--- config.mk ---
export PLATFORM = sky130hd
export DESIGN_NAME = source_line_classifier
export DESIGN_NICKNAME = d
export VERILOG_FILES = /design/src/hw/rtl/slc_pkg.sv /design/src/hw/rtl/source_line_classifier.sv
export VERILOG_INCLUDE_DIRS = /design/src /design/src/hw/rtl
export SDC_FILE = /design/constraint.sdc
export NUM_CORES = 1
export LEC_CHECK = 0
export CELL_PAD_IN_SITES_DETAIL_PLACEMENT = 2
export CELL_PAD_IN_SITES_GLOBAL_PLACEMENT = 2
export CORE_ASPECT_RATIO = 0.6
export CORE_MARGIN = 3
export CORE_UTILIZATION = 42
export CTS_CLUSTER_SIZE = 28
export DETAILED_ROUTE_END_ITERATION = 8
export DONT_BUFFER_PORTS = 1
export PLACE_DENSITY_LB_ADDON = 0.1
export SLEW_MARGIN = 5
export SYNTH_ARGS = -nofsm -noshare
export SYNTH_HDL_FRONTEND = slang
export SYNTH_SLANG_ARGS = --single-unit
export TNS_END_PERCENT = 20
--- constraint.sdc ---
create_clock -name clk -period 7.1 [get_ports clk]
set_input_delay 0 -clock clk [delete_from_list [all_inputs] [get_ports clk]]
set_output_delay 0 -clock clk [all_outputs]
set_load 0.05 [all_outputs]
--- src/hw/rtl/source_line_classifier_assert.svh ---
`ifndef SOURCE_LINE_CLASSIFIER_ASSERT_SVH
`define SOURCE_LINE_CLASSIFIER_ASSERT_SVH

// Checks that a condition in the same cycle implies a consequence.
`define SLC_ASSERT_SAME(label, ante, cons) \
    label: assert property (@(posedge clk) disable iff (!rst_n) (ante) |-> (cons)) \
        else $error("source_line_classifier: same-cycle check failed");

// Checks that a condition implies a consequence in the next cycle.
`define SLC_ASSERT_NEXT(label, ante, cons) \
    label: assert property (@(posedge clk) disable iff (!rst_n) (ante) |=> (cons)) \
        else $error("source_line_classifier: next-cycle check failed");

`endif

--- src/hw/rtl/slc_pkg.sv ---
package slc_pkg;

    localparam int COUNT_BITS = 32;
    // Width that holds both a count and a 32-bit result for the clamp compare.
    localparam int EXT_BITS = (COUNT_BITS > 32) ? COUNT_BITS : 32;
    // Width of the code count difference, with room for a negative result.
    localparam int DIFF_BITS = COUNT_BITS + 2;

    typedef logic [COUNT_BITS-1:0] count_t;
    typedef logic [7:0] byte_t;
    typedef logic [31:0] result_t;

    localparam byte_t BYTE_NL    = 8'd10;
    localparam byte_t BYTE_CR    = 8'd13;
    localparam byte_t BYTE_TAB   = 8'd9;
    localparam byte_t BYTE_SPACE = 8'd32;
    localparam byte_t BYTE_SLASH = 8'd47;
    localparam byte_t BYTE_STAR  = 8'd42;

    localparam logic KIND_BYTE = 1'b0;
    localparam logic KIND_EOF  = 1'b1;

    function automatic count_t sat_inc(input count_t v);
        return (&v) ? v : v + count_t'(1);
    endfunction

    function automatic result_t clamp_out(input count_t v);
        logic [EXT_BITS-1:0] ext;
        ext = EXT_BITS'(v);
        return (ext > EXT_BITS'(32'hFFFF_FFFF)) ? '1 : ext[31:0];
    endfunction

    function automatic logic is_white(input byte_t b);
        return (b == BYTE_SPACE) || (b == BYTE_TAB) || (b == BYTE_CR) || (b == BYTE_NL);
    endfunction

endpackage

--- src/hw/rtl/source_line_classifier.sv ---
// Line classifier for one source file at a time: feed the file's bytes with
// kind 0 and then one item with kind 1 to mark end of file. One item is
// accepted per clock cycle; the byte path updates the previous byte, the
// comment and code flags and at most one saturating increment of each line
// counter in a single cycle. The end-of-file result passes a count snapshot
// stage and then the result register before it is offered, while the bytes
// of the next file are already being taken. The input stalls only when both
// the snapshot stage and the result register hold work that the output side
// has not taken.
module source_line_classifier (
    input  logic                clk,
    input  logic                rst_n,
    input  logic                item_valid,
    output logic                item_ready,
    input  logic                kind,
    input  logic [7:0]          data_byte,
    output logic                result_valid,
    input  logic                result_ready,
    output logic [31:0]         line_count,
    output logic [31:0]         blank_count,
    output logic [31:0]         comment_count,
    output logic [31:0]         code_count
);

    slc_pkg::byte_t  prev_reg, prev_next;
    logic            line_reg, line_next;
    logic            blk_reg, blk_next;
    logic            code_reg, code_next;
    slc_pkg::count_t lines_reg, lines_next;
    slc_pkg::count_t blank_reg, blank_next;
    slc_pkg::count_t comm_reg, comm_next;

    logic            s1_valid_reg, s1_valid_next;
    slc_pkg::count_t fin_lines_reg, fin_lines_next;
    slc_pkg::count_t fin_blank_reg, fin_blank_next;
    slc_pkg::count_t fin_comm_reg, fin_comm_next;

    logic             result_valid_reg, result_valid_next;
    slc_pkg::result_t line_count_reg, blank_count_reg, comment_count_reg, code_count_reg;
    logic [slc_pkg::DIFF_BITS-1:0] code_diff;

    logic item_accept;
    logic is_byte;
    logic is_eof;
    logic s1_advance;

    // Counters after closing the current line with the given flags.
    logic            close_comment;
    logic            close_code;
    slc_pkg::count_t lines_closed, blank_closed, comm_closed;

    logic line_v, blk_v, code_v, closing;

    assign s1_advance  = s1_valid_reg && (!result_valid_reg || result_ready);
    assign item_ready  = !s1_valid_reg || s1_advance;
    assign item_accept = item_valid && item_ready;
    assign is_byte     = item_accept && (kind == slc_pkg::KIND_BYTE);
    assign is_eof      = item_accept && (kind == slc_pkg::KIND_EOF);

    always_comb
    begin
        line_v  = line_reg |
                  ((prev_reg == slc_pkg::BYTE_SLASH) && (data_byte == slc_pkg::BYTE_SLASH) &&
                   !blk_reg);
        blk_v   = blk_reg |
                  ((prev_reg == slc_pkg::BYTE_SLASH) && (data_byte == slc_pkg::BYTE_STAR) &&
                   !line_v);
        closing = (prev_reg == slc_pkg::BYTE_STAR) && (data_byte == slc_pkg::BYTE_SLASH) &&
                  blk_v;
        code_v  = code_reg | (!line_v && !blk_v && !slc_pkg::is_white(data_byte));

        // At end of file the stored flags close the final line; on a newline
        // the flags as updated by this byte do.
        if (is_eof)
        begin
            close_comment = line_reg || blk_reg;
            close_code    = code_reg;
        end
        else
        begin
            close_comment = line_v || blk_v;
            close_code    = code_v;
        end

        lines_closed = slc_pkg::sat_inc(lines_reg);
        comm_closed  = close_comment ? slc_pkg::sat_inc(comm_reg) : comm_reg;
        blank_closed = (!close_comment && !close_code) ? slc_pkg::sat_inc(blank_reg)
                                                       : blank_reg;
    end

    always_comb
    begin
        prev_next      = prev_reg;
        line_next      = line_reg;
        blk_next       = blk_reg;
        code_next      = code_reg;
        lines_next     = lines_reg;
        blank_next     = blank_reg;
        comm_next      = comm_reg;
        fin_lines_next = fin_lines_reg;
        fin_blank_next = fin_blank_reg;
        fin_comm_next  = fin_comm_reg;

        if (is_eof)
        begin
            if (prev_reg != slc_pkg::BYTE_NL)
            begin
                fin_lines_next = lines_closed;
                fin_blank_next = blank_closed;
                fin_comm_next  = comm_closed;
            end
            else
            begin
                fin_lines_next = lines_reg;
                fin_blank_next = blank_reg;
                fin_comm_next  = comm_reg;
            end
            prev_next  = slc_pkg::BYTE_NL;
            line_next  = 1'b0;
            blk_next   = 1'b0;
            code_next  = 1'b0;
            lines_next = '0;
            blank_next = '0;
            comm_next  = '0;
        end
        else if (is_byte)
        begin
            prev_next = data_byte;
            if (closing)
            begin
                // The closing slash ends the block comment and is not code.
                line_next = line_v;
                blk_next  = 1'b0;
            end
            else if (data_byte == slc_pkg::BYTE_NL)
            begin
                lines_next = lines_closed;
                blank_next = blank_closed;
                comm_next  = comm_closed;
                line_next  = 1'b0;
                blk_next   = blk_v;
                code_next  = 1'b0;
            end
            else
            begin
                line_next = line_v;
                blk_next  = blk_v;
                code_next = code_v;
            end
        end
    end

    always_comb
    begin
        s1_valid_next = s1_valid_reg;
        if (is_eof)
        begin
            s1_valid_next = 1'b1;
        end
        else if (s1_advance)
        begin
            s1_valid_next = 1'b0;
        end

        result_valid_next = result_valid_reg;
        if (s1_advance)
        begin
            result_valid_next = 1'b1;
        end
        else if (result_ready)
        begin
            result_valid_next = 1'b0;
        end
    end

    // A negative difference means saturation pushed blank plus comment past the total.
    assign code_diff = {2'b00, fin_lines_reg} - {2'b00, fin_blank_reg} - {2'b00, fin_comm_reg};

    always_ff @(posedge clk or negedge rst_n)
    begin
        if (!rst_n)
        begin
            prev_reg         <= slc_pkg::BYTE_NL;
            line_reg         <= 1'b0;
            blk_reg          <= 1'b0;
            code_reg         <= 1'b0;
            lines_reg        <= '0;
            blank_reg        <= '0;
            comm_reg         <= '0;
            s1_valid_reg     <= 1'b0;
            result_valid_reg <= 1'b0;
        end
        else
        begin
            prev_reg         <= prev_next;
            line_reg         <= line_next;
            blk_reg          <= blk_next;
            code_reg         <= code_next;
            lines_reg        <= lines_next;
            blank_reg        <= blank_next;
            comm_reg         <= comm_next;
            s1_valid_reg     <= s1_valid_next;
            result_valid_reg <= result_valid_next;
        end
    end

    always_ff @(posedge clk)
    begin
        fin_lines_reg <= fin_lines_next;
        fin_blank_reg <= fin_blank_next;
        fin_comm_reg  <= fin_comm_next;
        if (s1_advance)
        begin
            line_count_reg    <= slc_pkg::clamp_out(fin_lines_reg);
            blank_count_reg   <= slc_pkg::clamp_out(fin_blank_reg);
            comment_count_reg <= slc_pkg::clamp_out(fin_comm_reg);
            code_count_reg    <= code_diff[slc_pkg::DIFF_BITS-1] ? '0
                               : slc_pkg::clamp_out(code_diff[slc_pkg::COUNT_BITS-1:0]);
        end
    end

    assign result_valid  = result_valid_reg;
    assign line_count    = line_count_reg;
    assign blank_count   = blank_count_reg;
    assign comment_count = comment_count_reg;
    assign code_count    = code_count_reg;

`include "source_line_classifier_assert.svh"

    `SLC_ASSERT_SAME(a_stall_when_full,
        s1_valid_reg && result_valid_reg && !result_ready, !item_ready)
    `SLC_ASSERT_NEXT(a_eof_clears_state, is_eof,
        prev_reg == slc_pkg::BYTE_NL && !line_reg && !blk_reg && !code_reg &&
        lines_reg == '0 && s1_valid_reg)
    `SLC_ASSERT_SAME(a_counts_bounded, result_valid_reg,
        line_count_reg >= blank_count_reg && line_count_reg >= comment_count_reg)

endmodule
# Word level (Yosys, flattened, before mapping)
# Cells that the tools add are included.
[totals] output_inout_bits=130 wordCells=116 in_bits=13 register_bits=333
[classes] add_sub_neg=5 n_reduce_logical=37 magnitude_cmp=4 bitwise=4 mux=40 n_eq_ne=10
[op_table] operator="$mux 32" count=21
[op_table] operator="$gt 32x32->1 const B" count=4
[op_table] operator="$add 32x1->32 const B" count=3
[op_table] operator="$reduce_and 32->1" count=3
[op_table] operator="$eq 8x6->1 const B" count=5
[op_table] operator="$sub 33x33->34" count=1
[op_table] operator="$sub 32x32->33" count=1
[op_table] operator="$eq 8x4->1 const B" count=3
[op_table] operator="$mux 1" count=17
[op_table] operator="$mux 8" count=2
[op_table] operator="$logic_and 1x1->1" count=13
[op_table] operator="$logic_not 1->1" count=8
[op_table] operator="$ne 8x4->1 const B" count=1
[op_table] operator="$reduce_bool 2->1" count=4
[op_table] operator="$logic_or 1x1->1" count=7
[op_table] operator="$or 1x1->1" count=3
[op_table] operator="$reduce_and 3->1" count=1
[op_table] operator="$ne 2x2->1 const B" count=1
[op_table] operator="$reduce_and 2->1" count=1
[op_table] operator="$not 1->1" count=1

# Logic depth before layout (Yosys ltp)
[logic_depth] ltp_word=19 ltp_mapped=24 depth_no_buf=22

# Worst setup path before layout
# OpenSTA, ideal clock, no wires.
[synth_path] kind="flip-flop to flip-flop" start="register fin_blank_reg[1]" end="register code_count_reg[8], in the netlist code_count[8], data pin" stages_incl_launch_ff=24 path_slack_ns=1.684 n_path_buf=2 required_time_ns=6.940 setup_ns=0.160 period_less_slack_ns=5.416 arrival_ns=5.256 cell_sequence="edfxtp_1 -> inv_1 -> ha_1 -> nor2b_4 -> o31a_1 -> o31a_1 -> a311o_2 -> o311a_4 -> o31ai_4 -> a21oi_2 -> and4b_1 -> or4_1 -> ha_1 -> inv_1 -> o21bai_1 -> a21oi_1 -> nand3_1 -> a221oi_1 -> a2111oi_0 -> a21oi_1 -> or3_1 -> clkbuf_1 -> buf_2 -> nor3b_1"
[synth_via] elab_chain_cells=4
[synth_rtl] item="from (decl)" line="source_line_classifier.sv:35" source="slc_pkg::count_t fin_blank_reg, fin_blank_next;"
[synth_rtl] item="from (signal assigned)" line="source_line_classifier.sv:210" source="fin_blank_reg <= fin_blank_next;"
[synth_rtl] item="$sub 32x32->33 (*)" line="source_line_classifier.sv:177" source="assign code_diff = {2'b00, fin_lines_reg} - {2'b00, fin_blank_reg} - {2'b00, fin_comm_reg};"
[synth_rtl] item="$sub 33x33->34 (*)" line="source_line_classifier.sv:177"
[synth_rtl] item="$gt 32x32->1" line="slc_pkg.sv:30" source="return (ext > EXT_BITS'(32'hFFFF_FFFF)) ? '1 : ext[31:0];"
[synth_rtl] item="$mux 32" line="slc_pkg.sv:30"
[synth_rtl] item="to (signal assigned)" line="source_line_classifier.sv:217" source="code_count_reg <= code_diff[slc_pkg::DIFF_BITS-1] ? '0"
[synth_rtl] item="to (decl)" line="source_line_classifier.sv:39" source="slc_pkg::result_t line_count_reg, blank_count_reg, comment_count_reg, code_count_reg;"
# Every way passes the cells marked *; elsewhere a longest branch is shown, timed or not.
# A chain may end at the register's enable or synchronous reset.

# Final worst setup path
# Ends and elaborated chain as after synthesis.

==> summary.md <==
| Metric | Value |
|---|---|
| Root buf cell | clkbuf_16 |
| Post-synthesis cell area | 17500 um2 |
| CTS H-tree depth | 2 |
| TritonRoute pass-1 iters | 5 |
| Setup violators final | 0 |
| Cell internal pwr | 3.44 mW |
| IO Pins | 143 |
| Sw Ratio | 28.9% |
| Grt total ovfl | 0 |
| First-pass GRT wire length | 88.2 mm |
| Share of layout cells above drive strength 1 | 5.78% |
| Startpoint Class | flip-flop |
| Number of global-route vias before repair | 14700 |
| Max Buffers Root-to-Sink | 3 |
| DRT Wirelength | 56.6 mm |
| Die height | 164 um |
| CTS tree | yes |
| Syn nets | 1771 |
| Largest net degree at the start of global routing | 110 |
| Worst-Skew Late Latency | 0.55 ns |
| Top cells by count, synth | edfxtp_1 (224), nand2_1 (184), o21ai_0 (155) |
| Area growth syn-to-layout | 10.8% |
| Critical path data required time | 7.45 ns |
| Final cycle utilization of the critical path | 92.8% |
| Slew margin rel. | 16.0% |
| Power per cell area | 249 nW/um2 |
| Vias/cell | 5.83 |
| GP Congestion | 0.840 |
| Count leader, synth | edfxtp_1 |
| PortBufs | 0 |
| Final Hold Vio Count | 0 |
| Slew Viols, Final | 0 |
| Fmax | 0.152 GHz |
| Most area-consuming cells after synthesis | edfxtp_1 (38%), dfrtp_1 (15%), ha_1 (4.8%) |
| Sequential element share of the synthesized area | 54.1% |
| Total CTS buffers | 36 |
| Post-synth top flop | edfxtp_1 |
| Cells after Synth | 1689 |
| Crit path capture type | flip-flop |
| Ys Warns | 0 |
| Dpl hpwl | 39.7 mm |
| Status | completed |
| Die footprint | 44200 um2 |
| Worst-path clk slew | 0.06 ns |
| Syn Area/Cell | 10.4 um2 |
| GRT Util Overall | 25.6% |
| Starting DRT DRC Count | 1114 |
| Non-Filler Instances | 2275 |
| Lkg Pwr | 7.52 nW |
| WL per Instance | 24.9 um |
| Flop pwr share | 49.2% |
| Final Instance Area | 19400 um2 |
| Post-DP Area | 18000 um2 |
| FFs w/ async S/R, synth | 32.7% |
| Placed Cells | 2190 |
| Max cap viols | 0 |
| Yosys reg bits | 333 |
| Starting Density | 42.9% |
| Core box area | 40800 um2 |
| Net load switching power | 1.40 mW |
| Number of enable flip-flop cells after synthesis | 224 |
| CP Class | flip-flop to flip-flop |
| Slew @ Worst Pin | 1.24 ns |
| Final Skew | 0.0260 ns |
| # clock sinks | 333 |
| Distinct cells, synth | 74 |
| Nets | 1768 |
| Initial antenna violation count | 2 |
| Clock network power share | 39.2% |
| Peak VDD IR | 162 uV |
| RSZ-0062 raised after global routing | no |
| Area fraction of the dominant cell type after synthesis | 38.4% |
| Post-DRT Antenna Nets | 0 |
| Setup TNS | 0 ns |
| Crit-path max FO | 32 |
| Via count | 13300 |
| # rows | 57 |
| Worst hold path type | input pin to asynchronous set/reset pin |
| Postcts setup bufs | 0 |
| Remaining DRCs | 0 |
| Biggest area consumer among synthesized cells | edfxtp_1 |
| Worst EP arrival | 6.95 ns |
| Fin crit period | 6.59 ns |
| Comb pwr share | 11.6% |
| Die X | 269 um |
==> stage by stage <==
| step | utilization [%] | hold slack, ns | setup slack [ns] | total power, mW |
|---|---|---|---|---|
| 2_1_floorplan | - | -0.296 | 1.68 | 2.77 |
| 3_3_place_gp | 44.2 | -0.290 | 0.822 | 2.92 |
| 3_5_place_dp | 44.2 | -0.291 | 0.506 | 2.95 |
| 4_1_cts | 47.5 | 0.0249 | 0.449 | 4.88 |
| 5_1_grt | 47.5 | 0.0897 | 0.143 | 5.03 |
| 6_report | 47.5 | 0.0232 | 0.509 | 4.83 |
==> path summary, 6_finish.rpt <==
| check | cells past startpoint | end | from | slack [ns] |
|---|---|---|---|---|
| setup / recovery | 21 | code_count[8]$_SDFFCE_PP0P_ | fin_blank_reg[1]$_DFFE_PP_ | 0.51 |
| hold / removal | 2 | blank_reg[26]$_DFFE_PN0P_ | rst_n | 0.02 |
| setup reg to reg | 21 | code_count[8]$_SDFFCE_PP0P_ | fin_blank_reg[1]$_DFFE_PP_ | 0.51 |
| hold reg to reg | 0 | blank_count[5]$_DFFE_PP_ | fin_blank_reg[5]$_DFFE_PP_ | 0.45 |
| max in group asynchronous | 2 | comm_reg[4]$_DFFE_PN0P_ | rst_n | 6.47 |
| min in group clk | 4 | code_reg$_DFFE_PN0P_ | data_byte[0] | 0.04 |
==> layout make-up <==
cell class | instances | area [um2]
Clock inverter | 17 | 144
Fill cell | 4241 | 21400
Antenna cell | 1 | 2.50
Tap cell | 560 | 701
Inverter | 87 | 329
Sequential cell | 333 | 9460
Clock buffer | 49 | 1010
Timing Repair Buffer | 30 | 288
Multi-Input combinational cell | 1198 | 7450
==> power groups by stage <==
stage | Clock, mW | Combinational, mW | Sequential [mW]
floorplan | 0 | 0.371 | 2.40
global placement | 0 | 0.504 | 2.42
detailed placement | 0 | 0.529 | 2.42
CTS | 1.94 | 0.559 | 2.38
global route | 2.02 | 0.623 | 2.38
finish | 1.89 | 0.561 | 2.38
==> timing repair <==
| item | in CTS | in global routing |
|---|---|---|
| hold endpoints to repair | 122 | 0 |
| gates resized for setup | 0 | 1 |
| endpoints found under the setup margin | 0 | 1 |
| hold buffers | 18 | 0 |
==> cell usage in the layout, fill, tap and decap left out, types with 5 or more instances in the layout <==
| cell type | netlist | layout |
|---|---|---|
| o211ai_1 | 5 | 5 |
| nand3_1 | 53 | 53 |
| o21a_1 | 19 | 19 |
| clkinv_1 | 0 | 6 |
| nand2_1 | 184 | 183 |
| dlygate4sd3_1 | 0 | 17 |
| dfrtp_1 | 107 | 107 |
| ha_1 | 67 | 67 |
| nand2b_1 | 19 | 19 |
| and2_1 | 13 | 12 |
| and4_1 | 8 | 8 |
| clkbuf_1 | 59 | 8 |
| nand4_1 | 28 | 28 |
| inv_1 | 87 | 86 |
| nor2_1 | 136 | 136 |
| mux2_2 | 5 | 5 |
| buf_4 | 1 | 12 |
| or2_2 | 7 | 7 |
| o21ai_1 | 17 | 17 |
| edfxtp_1 | 224 | 224 |
| nor2b_1 | 7 | 7 |
| nor3_1 | 40 | 39 |
| a21o_1 | 15 | 15 |
| o31ai_1 | 31 | 31 |
| a21oi_1 | 82 | 82 |
| and3_1 | 30 | 30 |
| xnor2_1 | 88 | 88 |
| clkbuf_16 | 0 | 37 |
| a31oi_1 | 45 | 45 |
| xor2_1 | 54 | 54 |
| o21ai_0 | 155 | 155 |
==> per-layer routing <==
metal | track usage [%] | wire length [um] | vias to the layer above
li1 | - | - | 6097
met1 | 35.8 | 26800 | 6841
met2 | 41.1 | 25800 | 264
met3 | 5.53 | 2920 | 65
met4 | 5.81 | 1110 | 2
met5 | 0 | 13 | -
==> logic make-up (layout without fill, tap and decap cells) <==
kind of cell	count (synthesis)	in the layout	synth area share, %
buf+inv	158	183	3.45
other cells	0	1	0
mux	5	5	0.322
flops	333	333	54.1
fa+ha+maj	69	69	5.02
compound gates	423	423	14.7
xor+xnor	142	142	7.11
simple gates	559	559	15.3
==> critical path, stage by stage (launching register included) <==
cell and delay, ns:
edfxtp_1 0.45, inv_1 0.11, ha_1 0.23, nor2b_4 0.13
o31a_1 0.29, o31a_1 0.30, a311o_2 0.47, o311a_4 0.34
o31ai_4 0.23, a21oi_2 0.15, and4b_1 0.22, or4_1 0.61
ha_1 0.44, inv_1 0.07, o21bai_1 0.21, a21oi_1 0.15
nand3_1 0.10, a221oi_1 0.05, a2111oi_0 0.66, a21oi_1 0.16
or3_2 0.72, nor3b_1 0.28
Note: power is estimated with default switching activity, not from simulation.
